<file path="src/rtl/jddm_pkg.sv">
// shared types, constants and register codes of the joystick drive mixer
// no dependencies; imported by every module of the block
package jddm_pkg;

  // field widths
  localparam int SAMPLE_W    = 12;
  localparam int DEADZONE_W  = 7;
  localparam int DRIVE_W     = 8;
  localparam int SEQ_W       = 8;

  // group length default (range 1 to 16)
  localparam int SAMPLES_DEF = 4;

  // queue between accumulator and shaping unit
  localparam int QUEUE_DEPTH = 2;

  // configuration port
  localparam int CFG_IDX_W   = 4;
  localparam int CFG_DATA_W  = 12;

  typedef enum logic [CFG_IDX_W-1:0] {
    CFG_DEADZONE    = 4'd0,
    CFG_CENTER_X    = 4'd1,
    CFG_CENTER_Y    = 4'd2,
    CFG_EXPO_ENABLE = 4'd3
  } cfg_index_t;

  // register reset values
  localparam logic [DEADZONE_W-1:0] DEADZONE_RST = 7'd10;
  localparam logic [SAMPLE_W-1:0]   CENTER_RST   = 12'd2048;
  localparam logic                  EXPO_RST     = 1'b1;

  // axis scaling constants
  localparam int AXIS_MAX  = 127;
  localparam int POS_DIV   = 2047;
  localparam int NEG_OFF   = 2048;
  localparam int NEG_SH    = 11;
  localparam int CENTRED_W = SAMPLE_W + 1;
  localparam int P_W       = 19;
  localparam int SHAPED_W  = 10;
  localparam int MAG_W     = 8;
  localparam int SQR_W     = 16;
  localparam int MIX_W     = 11;

  // reciprocal of 2047 for products below 2^19, exact after the shift
  localparam int SCALE_SH  = P_W + NEG_SH;
  localparam int SCALE_MW  = 20;
  localparam longint unsigned SCALE_M =
    ((64'd1 << SCALE_SH) + POS_DIV - 1) / POS_DIV;
  localparam int SCALE_PW  = P_W + SCALE_MW;

  // reciprocal of 127 for squares below 2^16
  localparam int EXPO_SH   = SQR_W + 7;
  localparam int EXPO_MW   = 17;
  localparam longint unsigned EXPO_M =
    ((64'd1 << EXPO_SH) + AXIS_MAX - 1) / AXIS_MAX;
  localparam int EXPO_PW   = SQR_W + EXPO_MW;

  typedef struct packed {
    logic [SAMPLE_W-1:0] sample_x;
    logic [SAMPLE_W-1:0] sample_y;
  } in_t;

  typedef struct packed {
    logic signed [DRIVE_W-1:0] left_drive;
    logic signed [DRIVE_W-1:0] right_drive;
    logic [SEQ_W-1:0]          sequence_res;
  } out_t;

  typedef struct packed {
    logic [DEADZONE_W-1:0] deadzone;
    logic [SAMPLE_W-1:0]   center_x;
    logic [SAMPLE_W-1:0]   center_y;
    logic                  expo_enable;
  } cfg_t;

  typedef enum logic [2:0] {
    ST_IDLE,
    ST_AVG,
    ST_CENTRE,
    ST_SCALE,
    ST_SHAPE,
    ST_SQUARE,
    ST_EXPO,
    ST_MIX
  } back_state_t;

endpackage

</file>
<file path="src/rtl/joystick_differential_drive_mixer_core.sv">
// top level of the joystick differential drive mixer
// depends on jddm_pkg, jddm_front, jddm_fifo and jddm_back
//
// channel   direction  handshake              payload
// in        sink       in_valid / in_ready    in_data   (sample_x, sample_y)
// out       source     out_valid / out_ready  out_data  (left, right, sequence_res)
// cfg       sink       cfg_valid / cfg_ready  cfg_index, cfg_data
//
// the accumulator takes one sample pair per cycle while in_ready is high; every
// SAMPLES pairs it pushes the group sums into a two-entry queue
// the shaping unit takes one group at a time in steps (pop, average, centre, scale,
// shape, square, expo, mix), and pops the next group only once a result is loaded
// when the queue is full in_ready drops on the last pair of a group
// a finished result sits in the output register while the next group is shaped
// rst is synchronous and clears sums, counters, queue and configuration registers to defaults
module joystick_differential_drive_mixer_core #(
  parameter int SAMPLES = jddm_pkg::SAMPLES_DEF
) (
  input  logic                               clk,
  input  logic                               rst,
  input  logic                               in_valid,
  output logic                               in_ready,
  input  jddm_pkg::in_t                      in_data,
  output logic                               out_valid,
  input  logic                               out_ready,
  output jddm_pkg::out_t                     out_data,
  input  logic                               cfg_valid,
  output logic                               cfg_ready,
  input  logic [jddm_pkg::CFG_IDX_W-1:0]     cfg_index,
  input  logic [jddm_pkg::CFG_DATA_W-1:0]    cfg_data
);
  import jddm_pkg::*;

  localparam int SUM_W = SAMPLE_W + $clog2(SAMPLES);
  localparam int GRP_W = 2 * SUM_W;

  cfg_t cfg;

  logic             grp_valid, grp_ready;
  logic [SUM_W-1:0] grp_sum_x, grp_sum_y;
  logic             q_valid, q_ready;
  logic [GRP_W-1:0] q_data;

  // configuration registers, always ready; unknown indexes are dropped
  assign cfg_ready = 1'b1;

  always_ff @(posedge clk) begin
    if (rst) begin
      cfg.deadzone    <= DEADZONE_RST;
      cfg.center_x    <= CENTER_RST;
      cfg.center_y    <= CENTER_RST;
      cfg.expo_enable <= EXPO_RST;
    end else if (cfg_valid && cfg_ready) begin
      case (cfg_index)
        CFG_DEADZONE:    cfg.deadzone    <= cfg_data[DEADZONE_W-1:0];
        CFG_CENTER_X:    cfg.center_x    <= cfg_data[SAMPLE_W-1:0];
        CFG_CENTER_Y:    cfg.center_y    <= cfg_data[SAMPLE_W-1:0];
        CFG_EXPO_ENABLE: cfg.expo_enable <= cfg_data[0];
        default: begin
        end
      endcase
    end
  end

  // front: group accumulation
  jddm_front #(
    .SAMPLES (SAMPLES)
  ) u_front (
    .clk       (clk),
    .rst       (rst),
    .in_valid  (in_valid),
    .in_ready  (in_ready),
    .in_data   (in_data),
    .grp_valid (grp_valid),
    .grp_ready (grp_ready),
    .grp_sum_x (grp_sum_x),
    .grp_sum_y (grp_sum_y)
  );

  // queue of completed group sums
  jddm_fifo #(
    .WIDTH (GRP_W)
  ) u_fifo (
    .clk        (clk),
    .rst        (rst),
    .push_valid (grp_valid),
    .push_ready (grp_ready),
    .push_data  ({grp_sum_x, grp_sum_y}),
    .pop_valid  (q_valid),
    .pop_ready  (q_ready),
    .pop_data   (q_data)
  );

  // back: shaping, mixing and result register
  jddm_back #(
    .SAMPLES (SAMPLES)
  ) u_back (
    .clk       (clk),
    .rst       (rst),
    .cfg       (cfg),
    .q_valid   (q_valid),
    .q_ready   (q_ready),
    .q_sum_x   (q_data[GRP_W-1:SUM_W]),
    .q_sum_y   (q_data[SUM_W-1:0]),
    .out_valid (out_valid),
    .out_ready (out_ready),
    .out_data  (out_data)
  );

endmodule

</file>
<file path="src/rtl/jddm_front.sv">
// accumulator: sums sample pairs and hands each completed group to the queue
// depends on jddm_pkg
module jddm_front #(
  parameter int SAMPLES = jddm_pkg::SAMPLES_DEF
) (
  input  logic                clk,
  input  logic                rst,
  input  logic                in_valid,
  output logic                in_ready,
  input  jddm_pkg::in_t       in_data,
  output logic                grp_valid,
  input  logic                grp_ready,
  output logic [jddm_pkg::SAMPLE_W+$clog2(SAMPLES)-1:0] grp_sum_x,
  output logic [jddm_pkg::SAMPLE_W+$clog2(SAMPLES)-1:0] grp_sum_y
);
  import jddm_pkg::*;

  localparam int SUM_W = SAMPLE_W + $clog2(SAMPLES);
  localparam int CNT_W = (SAMPLES > 1) ? $clog2(SAMPLES) : 1;

  logic [SUM_W-1:0] sum_x, sum_y, sum_x_next, sum_y_next;
  logic [CNT_W-1:0] samples_taken;
  logic             last, accept;

  assign last       = (samples_taken == CNT_W'(SAMPLES - 1));
  assign in_ready   = !last || grp_ready;
  assign accept     = in_valid && in_ready;
  assign sum_x_next = sum_x + SUM_W'(in_data.sample_x);
  assign sum_y_next = sum_y + SUM_W'(in_data.sample_y);

  // the last pair of a group goes straight into the queue with the sums
  assign grp_valid  = in_valid && last;
  assign grp_sum_x  = sum_x_next;
  assign grp_sum_y  = sum_y_next;

  always_ff @(posedge clk) begin
    if (rst) begin
      sum_x         <= '0;
      sum_y         <= '0;
      samples_taken <= '0;
    end else if (accept) begin
      if (last) begin
        sum_x         <= '0;
        sum_y         <= '0;
        samples_taken <= '0;
      end else begin
        sum_x         <= sum_x_next;
        sum_y         <= sum_y_next;
        samples_taken <= samples_taken + 1'b1;
      end
    end
  end

endmodule

</file>
<file path="src/rtl/jddm_fifo.sv">
// short queue of group sums between the accumulator and the shaping unit
// depends on jddm_pkg
module jddm_fifo #(
  parameter int WIDTH = 2 * (jddm_pkg::SAMPLE_W + $clog2(jddm_pkg::SAMPLES_DEF))
) (
  input  logic             clk,
  input  logic             rst,
  input  logic             push_valid,
  output logic             push_ready,
  input  logic [WIDTH-1:0] push_data,
  output logic             pop_valid,
  input  logic             pop_ready,
  output logic [WIDTH-1:0] pop_data
);
  import jddm_pkg::*;

  localparam int DEPTH = QUEUE_DEPTH;
  localparam int PTR_W = (DEPTH > 1) ? $clog2(DEPTH) : 1;
  localparam int CNT_W = $clog2(DEPTH + 1);

  logic [WIDTH-1:0] entries [DEPTH];
  logic [PTR_W-1:0] wr_ptr, rd_ptr;
  logic [CNT_W-1:0] fill;
  logic             push, pop;

  function automatic logic [PTR_W-1:0] ptr_inc(input logic [PTR_W-1:0] p);
    return (p == PTR_W'(DEPTH - 1)) ? '0 : p + 1'b1;
  endfunction

  assign push       = push_valid && push_ready;
  assign pop        = pop_valid && pop_ready;
  assign push_ready = (fill != CNT_W'(DEPTH));
  assign pop_valid  = (fill != '0);
  assign pop_data   = entries[rd_ptr];

  always_ff @(posedge clk) begin
    if (push) begin
      entries[wr_ptr] <= push_data;
    end
  end

  always_ff @(posedge clk) begin
    if (rst) begin
      wr_ptr <= '0;
      rd_ptr <= '0;
      fill   <= '0;
    end else begin
      if (push) begin
        wr_ptr <= ptr_inc(wr_ptr);
      end
      if (pop) begin
        rd_ptr <= ptr_inc(rd_ptr);
      end
      case ({push, pop})
        2'b10:   fill <= fill + 1'b1;
        2'b01:   fill <= fill - 1'b1;
        default: fill <= fill;
      endcase
    end
  end

endmodule

</file>
<file path="src/rtl/jddm_back.sv">
// shaping unit: averages, centres, scales, applies deadzone and optional expo, mixes
// depends on jddm_pkg; one group at a time through a step sequencer
module jddm_back #(
  parameter int SAMPLES = jddm_pkg::SAMPLES_DEF
) (
  input  logic           clk,
  input  logic           rst,
  input  jddm_pkg::cfg_t cfg,
  input  logic           q_valid,
  output logic           q_ready,
  input  logic [jddm_pkg::SAMPLE_W+$clog2(SAMPLES)-1:0] q_sum_x,
  input  logic [jddm_pkg::SAMPLE_W+$clog2(SAMPLES)-1:0] q_sum_y,
  output logic           out_valid,
  input  logic           out_ready,
  output jddm_pkg::out_t out_data
);
  import jddm_pkg::*;

  localparam int SUM_W  = SAMPLE_W + $clog2(SAMPLES);
  localparam int AVG_L  = $clog2(SAMPLES);
  localparam int AVG_SH = SUM_W + AVG_L;
  localparam int AVG_MW = SUM_W + 1;
  localparam longint unsigned AVG_M =
    ((64'd1 << AVG_SH) + SAMPLES - 1) / SAMPLES;
  localparam int AVG_PW = SUM_W + AVG_MW;
  localparam int LANES  = 2;

  back_state_t state, state_next;
  logic        load;
  logic [SEQ_W-1:0] packet_count;

  // per-lane registers, lane 0 is x and lane 1 is y
  logic [SUM_W-1:0]           sum_r      [LANES];
  logic [AVG_PW-1:0]          avg_prod   [LANES];
  logic                       pos_r      [LANES];
  logic                       negw_r     [LANES];
  logic [P_W-1:0]             prod127    [LANES];
  logic [SCALE_PW-1:0]        scale_prod [LANES];
  logic signed [SHAPED_W-1:0] shaped     [LANES];
  logic [MAG_W-1:0]           mag_r      [LANES];
  logic [SQR_W-1:0]           sqr        [LANES];
  logic [EXPO_PW-1:0]         expo_prod  [LANES];

  // per-lane combinational values
  logic [SAMPLE_W-1:0]         centre   [LANES];
  logic [SAMPLE_W-1:0]         avg      [LANES];
  logic signed [CENTRED_W-1:0] centred  [LANES];
  logic signed [CENTRED_W-1:0] shifted  [LANES];
  logic [SAMPLE_W-1:0]         opnd     [LANES];
  logic signed [SHAPED_W-1:0]  s_pos    [LANES];
  logic signed [SHAPED_W-1:0]  s_neg    [LANES];
  logic signed [SHAPED_W-1:0]  s_val    [LANES];
  logic [MAG_W-1:0]            s_mag    [LANES];
  logic                        dead     [LANES];
  logic signed [MIX_W-1:0]     sq       [LANES];
  logic signed [MIX_W-1:0]     curved   [LANES];
  logic signed [DRIVE_W-1:0]   axis_val [LANES];
  logic signed [MIX_W-1:0]     mix_l, mix_r;

  function automatic logic signed [DRIVE_W-1:0] clamp_drive(
    input logic signed [MIX_W-1:0] v
  );
    if (v > MIX_W'(AXIS_MAX)) begin
      return DRIVE_W'(AXIS_MAX);
    end else if (v < -MIX_W'(AXIS_MAX)) begin
      return -DRIVE_W'(AXIS_MAX);
    end else begin
      return DRIVE_W'(v);
    end
  endfunction

  assign centre[0] = cfg.center_x;
  assign centre[1] = cfg.center_y;

  always_comb begin
    for (int i = 0; i < LANES; i++) begin
      avg[i]     = avg_prod[i][AVG_SH +: SAMPLE_W];
      centred[i] = $signed({1'b0, avg[i]}) - $signed({1'b0, centre[i]});
      shifted[i] = centred[i] + CENTRED_W'(NEG_OFF);
      if (centred[i] > 0) begin
        opnd[i] = centred[i][SAMPLE_W-1:0];
      end else if (shifted[i] < 0) begin
        opnd[i] = SAMPLE_W'(-shifted[i]);
      end else begin
        opnd[i] = shifted[i][SAMPLE_W-1:0];
      end
      // positive side: product over 2047 through the reciprocal
      s_pos[i] = $signed({2'b00, scale_prod[i][SCALE_SH +: MAG_W]});
      // other side: truncating divide by 2048 then the offset
      s_neg[i] = (negw_r[i] ? -$signed({2'b00, prod127[i][NEG_SH +: MAG_W]})
                            :  $signed({2'b00, prod127[i][NEG_SH +: MAG_W]}))
                 - SHAPED_W'(AXIS_MAX);
      s_val[i] = pos_r[i] ? s_pos[i] : s_neg[i];
      s_mag[i] = (s_val[i] < 0) ? MAG_W'(-s_val[i]) : MAG_W'(s_val[i]);
      dead[i]  = (s_mag[i] < MAG_W'(cfg.deadzone));
      // expo and final axis clamp
      sq[i]     = $signed({2'b00, expo_prod[i][EXPO_SH +: MIX_W-2]});
      if (cfg.expo_enable) begin
        curved[i] = (shaped[i] < 0) ? -sq[i] : sq[i];
      end else begin
        curved[i] = MIX_W'(shaped[i]);
      end
      axis_val[i] = clamp_drive(curved[i]);
    end
    mix_l = MIX_W'(axis_val[1]) + MIX_W'(axis_val[0]);
    mix_r = MIX_W'(axis_val[1]) - MIX_W'(axis_val[0]);
  end

  // next state
  always_comb begin
    case (state)
      ST_IDLE:   state_next = q_valid ? ST_AVG : ST_IDLE;
      ST_AVG:    state_next = ST_CENTRE;
      ST_CENTRE: state_next = ST_SCALE;
      ST_SCALE:  state_next = ST_SHAPE;
      ST_SHAPE:  state_next = ST_SQUARE;
      ST_SQUARE: state_next = ST_EXPO;
      ST_EXPO:   state_next = ST_MIX;
      ST_MIX:    state_next = load ? ST_IDLE : ST_MIX;
      default:   state_next = ST_IDLE;
    endcase
  end

  // sequencer outputs
  always_comb begin
    q_ready = 1'b0;
    load    = 1'b0;
    case (state)
      ST_IDLE: q_ready = 1'b1;
      ST_MIX:  load    = !out_valid || out_ready;
      default: begin
        q_ready = 1'b0;
        load    = 1'b0;
      end
    endcase
  end

  // datapath steps, one register after every multiply
  always_ff @(posedge clk) begin
    case (state)
      ST_IDLE: begin
        if (q_valid) begin
          sum_r[0] <= q_sum_x;
          sum_r[1] <= q_sum_y;
        end
      end
      ST_AVG: begin
        for (int i = 0; i < LANES; i++) begin
          avg_prod[i] <= AVG_PW'(sum_r[i]) * AVG_PW'(AVG_M);
        end
      end
      ST_CENTRE: begin
        for (int i = 0; i < LANES; i++) begin
          pos_r[i]   <= (centred[i] > 0);
          negw_r[i]  <= (shifted[i] < 0);
          prod127[i] <= P_W'(opnd[i]) * P_W'(AXIS_MAX);
        end
      end
      ST_SCALE: begin
        for (int i = 0; i < LANES; i++) begin
          scale_prod[i] <= SCALE_PW'(prod127[i]) * SCALE_PW'(SCALE_M);
        end
      end
      ST_SHAPE: begin
        for (int i = 0; i < LANES; i++) begin
          shaped[i] <= dead[i] ? '0 : s_val[i];
          mag_r[i]  <= dead[i] ? '0 : s_mag[i];
        end
      end
      ST_SQUARE: begin
        for (int i = 0; i < LANES; i++) begin
          sqr[i] <= SQR_W'(mag_r[i]) * SQR_W'(mag_r[i]);
        end
      end
      ST_EXPO: begin
        for (int i = 0; i < LANES; i++) begin
          expo_prod[i] <= EXPO_PW'(sqr[i]) * EXPO_PW'(EXPO_M);
        end
      end
      default: begin
      end
    endcase
  end

  // output register
  always_ff @(posedge clk) begin
    if (load) begin
      out_data.left_drive   <= clamp_drive(mix_l);
      out_data.right_drive  <= clamp_drive(mix_r);
      out_data.sequence_res <= packet_count;
    end
  end

  always_ff @(posedge clk) begin
    if (rst) begin
      state        <= ST_IDLE;
      out_valid    <= 1'b0;
      packet_count <= '0;
    end else begin
      state <= state_next;
      if (load) begin
        out_valid    <= 1'b1;
        packet_count <= packet_count + 1'b1;
      end else if (out_ready) begin
        out_valid    <= 1'b0;
      end
    end
  end

`ifndef ASSERT_OFF
  a_pop_starts: assert property (@(posedge clk) disable iff (rst)
    (state == ST_IDLE && q_valid) |=> (state == ST_AVG))
    else $error("group popped but sequencer did not start");

  a_load_shows: assert property (@(posedge clk) disable iff (rst)
    load |=> (out_valid && out_data.sequence_res == $past(packet_count)))
    else $error("result not presented with its packet number");

  a_seq_step: assert property (@(posedge clk) disable iff (rst)
    load |=> (packet_count == $past(packet_count) + 1'b1))
    else $error("packet number did not advance by one");

  a_drive_range: assert property (@(posedge clk) disable iff (rst)
    out_valid |-> (out_data.left_drive != -8'sd128 &&
                   out_data.right_drive != -8'sd128))
    else $error("drive value outside the clamp range");
`endif

endmodule

</file>
<file path="config.mk">
export PLATFORM = sky130hd
export DESIGN_NAME = joystick_differential_drive_mixer_core
export DESIGN_NICKNAME = d
export VERILOG_FILES = /design/src/rtl/jddm_pkg.sv /design/src/rtl/joystick_differential_drive_mixer_core.sv /design/src/rtl/jddm_front.sv /design/src/rtl/jddm_fifo.sv /design/src/rtl/jddm_back.sv
export SDC_FILE = /design/constraint.sdc
export NUM_CORES = 1
export LEC_CHECK = 0
export ABC_AREA = 1
export BUFFER_PORTS_ARGS = -buffer_cell sky130_fd_sc_hd__buf_2
export CELL_PAD_IN_SITES_DETAIL_PLACEMENT = 1
export CELL_PAD_IN_SITES_GLOBAL_PLACEMENT = 1
export CORE_ASPECT_RATIO = 0.5
export CORE_MARGIN = 4
export CORE_UTILIZATION = 46
export CTS_BUF_LIST = sky130_fd_sc_hd__clkbuf_4
export CTS_CLUSTER_DIAMETER = 60
export DETAILED_ROUTE_END_ITERATION = 16
export PLACE_DENSITY_LB_ADDON = 0.1
export SLEW_MARGIN = 5
export SYNTH_ARGS = -nofsm -noshare
export SYNTH_HDL_FRONTEND = slang
export SYNTH_SLANG_ARGS = --single-unit
</file>
<file path="constraint.sdc">
create_clock -name clk -period 6.7 [get_ports clk]
set_clock_uncertainty 0.05 [all_clocks]
set_input_delay 0.335 -clock clk [delete_from_list [all_inputs] [get_ports clk]]
set_output_delay 0.335 -clock clk [all_outputs]
set_load 0.02 [all_outputs]
</file>
==> flow_summary.toml <==
[place]
hpwl_mm = 63.7
gp_congestion = 0.845
io_buffers = 70
dp.cells = 4507
pre_cts_slack_ns = -0.00201

[drt]
via_count = 24500
ant_nets = 0
post_drt_wl_per_cell_um = 16.7
wirelength_mm = 78.9
firstDrtPassIters = 5
initialDrtViolationCount = 910
drt-vias-per-instance = 5.17
drc = 0

[synth]
synthTopCellsByArea = "edfxtp_1 25%, ha_1 21%, fa_1 9.8%, nand2_1 7.7%, inv_1 7.1%"
syn_area_per_cell_um2 = 8.82
synth.most_common_cell = "nand2_1"
syn_area_mm2 = 0.0314
dominantRegCellSynth = "edfxtp_1"
yosysWarnings = 0
synth_cell_types = 65
synthCells = 3554
synth.top_cells.by_count = "640 x nand2_1, 597 x inv_1, 526 x ha_1"
yosysTopAreaCell = "edfxtp_1"
synth_top_area_frac = 0.249
yosysSeqAreaShare = 0.299
synthArstFlopShare = 0
synth_edf_count = 260
ys_ff_latch = 339

[clocking]
cts_sinks = 339
cts_tree = "done"
cts_root_buf = "clkbuf_4"
htreeDepth = 3
cts_buffers = 87
clk_pin_slew_worst_paths_ns = 0.07
clockBufferDepth = 3
insertion_delay_ns = 0.93

[global_route]
first_global_vias = 26500
grt_usage = 0.224
grt_max_degree = 43
grt_pass1_wl_mm = 132
antenna_found_initial = 5
overflow = 0

[critical_path]
arrival_ns = 6.94
r2r_slack_ns = 0.35
end_kind = "flip-flop"
critical_path_class = "flip-flop to flip-flop"
cp.required_ns = 7.29
path_buf_inv = 6
crit_slowest_cell = "fa_1"
critPathMaxFanout = 6
cp_slowest_stage_delay_ns = 0.55
cp_top_family = "adder cells"
cp_common_cell = "inv_1"
start_kind = "flip-flop"

[timing]
worst_pin_slew_ns = 1.11
period_minus_slack_ns = 6.35
setup_ws_ns = 0.353
period_share = 0.947
finalHoldViolCount = 0
setup_viol = 0
rsz0062_at_grt = "true"
timing.fmax_mhz = 158
slew_headroom = 0.262
finalMaxSlewViolations = 0

[floorplanning]
rows = 67
die_h_um = 193
core_mm2 = 0.0672
die_area_mm2 = 0.0727
die_w_um = 377
start_util = 0.466
io_pins = 72

[finish]
num-nets-final = 4489
stdcell_count = 4735
drive_gt1_frac = 0.106
syn2layout_area_growth_pct = 11.1

[flow_run]
drv_cap = 0

[min_path]
worst_hold_path_type = "primary input to flip-flop"

[status]
outcome = "finished clean"
## worst reg2reg max path: cells and delay by family (launching register included)
kind / cells / cell delay, ns
and+or+nand+nor: 9 / 1.04
xor gates and xnor gates: 1 / 0.16
buffers and inverters: 6 / 0.34
adders and majority gates: 8 / 3.38
AOI/OAI and AO/OA: 4 / 0.79
DFF: 1 / 0.32
## cells by family after synthesis
family	Yosys count	synth area share
AOI/OAI and AO/OA	560	0.100
xor gates and xnor gates	171	0.0478
adders and majority gates	679	0.308
buffers and inverters	664	0.0814
DFF	339	0.299
muxes	30	0.0106
other	2	0.000240
and+or+nand+nor	1109	0.153
## through the flow
step	hold WS (ns)	utilization	setup TNS, ns	cell area (µm²)
floorplan	0.350	-	0	31400
global placement	0.351	0.489	0	32900
detailed placement	0.360	0.489	-0.00201	32900
CTS	0.124	0.516	0	34700
global route	0.162	0.518	-0.0397	34800
finish	0.235	0.518	0	34800
## state kept, by name (all words and copies together), names as in the netlist, 3 cells and up, named ones only
name / count
u_fifo.entries: 48
u_back.prod127: 38
cfg: 32
u_back.sqr: 30
u_back.avg_prod: 24
u_back.out_data: 24
u_back.sum_r: 24
u_back.expo_prod: 18
u_back.shaped: 18
u_back.mag_r: 16
u_back.scale_prod: 16
u_front.sum_x: 14
u_front.sum_y: 14
u_back.packet_count: 8
u_back.state: 3
## final timing paths
kind,endpoint,start,cells past startpoint
worst min-delay path,cfg[24],cfg_data[11],4
worst min register to register,u_back.avg_prod[0][25],u_back.sum_r[0][25],0
worst max register to register,u_back.prod127[0][13],u_back.avg_prod[0][2],28
worst max-delay path,u_back.prod127[0][13],u_back.avg_prod[0][2],28
## cell usage in the layout, fill, tap and decap left out, types with 13 or more instances in the layout
cell type	count
nor2_1	172
clkinv_2	15
ha_1	524
dlygate4sd3_1	61
fa_1	152
nand2_2	28
o21ai_0	153
edfxtp_1	260
inv_1	595
xnor2_1	40
a21oi_1	267
clkbuf_4	120
buf_2	70
mux2_2	25
clkinv_1	14
o21bai_1	17
dfxtp_1	79
nand3_1	126
nor3_1	33
buf_4	36
nand2_1	637
a21oi_2	24
nor2_2	13
xor2_1	127
inv_2	13
nand4_1	31
o21ai_1	13
## routing by layer
layer	up-vias	share of wire	track usage
met5	-	0.00034	0
met4	4	0.022	0.0599
met3	121	0.026	0.0349
met2	247	0.50	0.407
met1	11800	0.46	0.278
li1	12300	-	-
## timing repair
action | in CTS | in global routing
pin swaps | 0 | 3
endpoints found under the hold margin | 121 | 0
hold buffers | 61 | 0
endpoints found under the setup margin | 2 | 12
setup buffers | 0 | 5
gates resized for setup | 1 | 30
## final cells by class
class / count / area (µm²)
clock buffers: 120 / 901
clock inverters: 37 / 290
repair buffers: 167 / 1230
diodes: 5 / 12.5
well taps: 897 / 1120
fillers: 7972 / 32400
flip-flops and latches: 339 / 9390
multi-input cells: 2558 / 19600
inverters: 612 / 2310
Power is left out: the tool's default activity adds up to more than one toggle a clock period on the data nets, which glitch-free logic cannot reach.
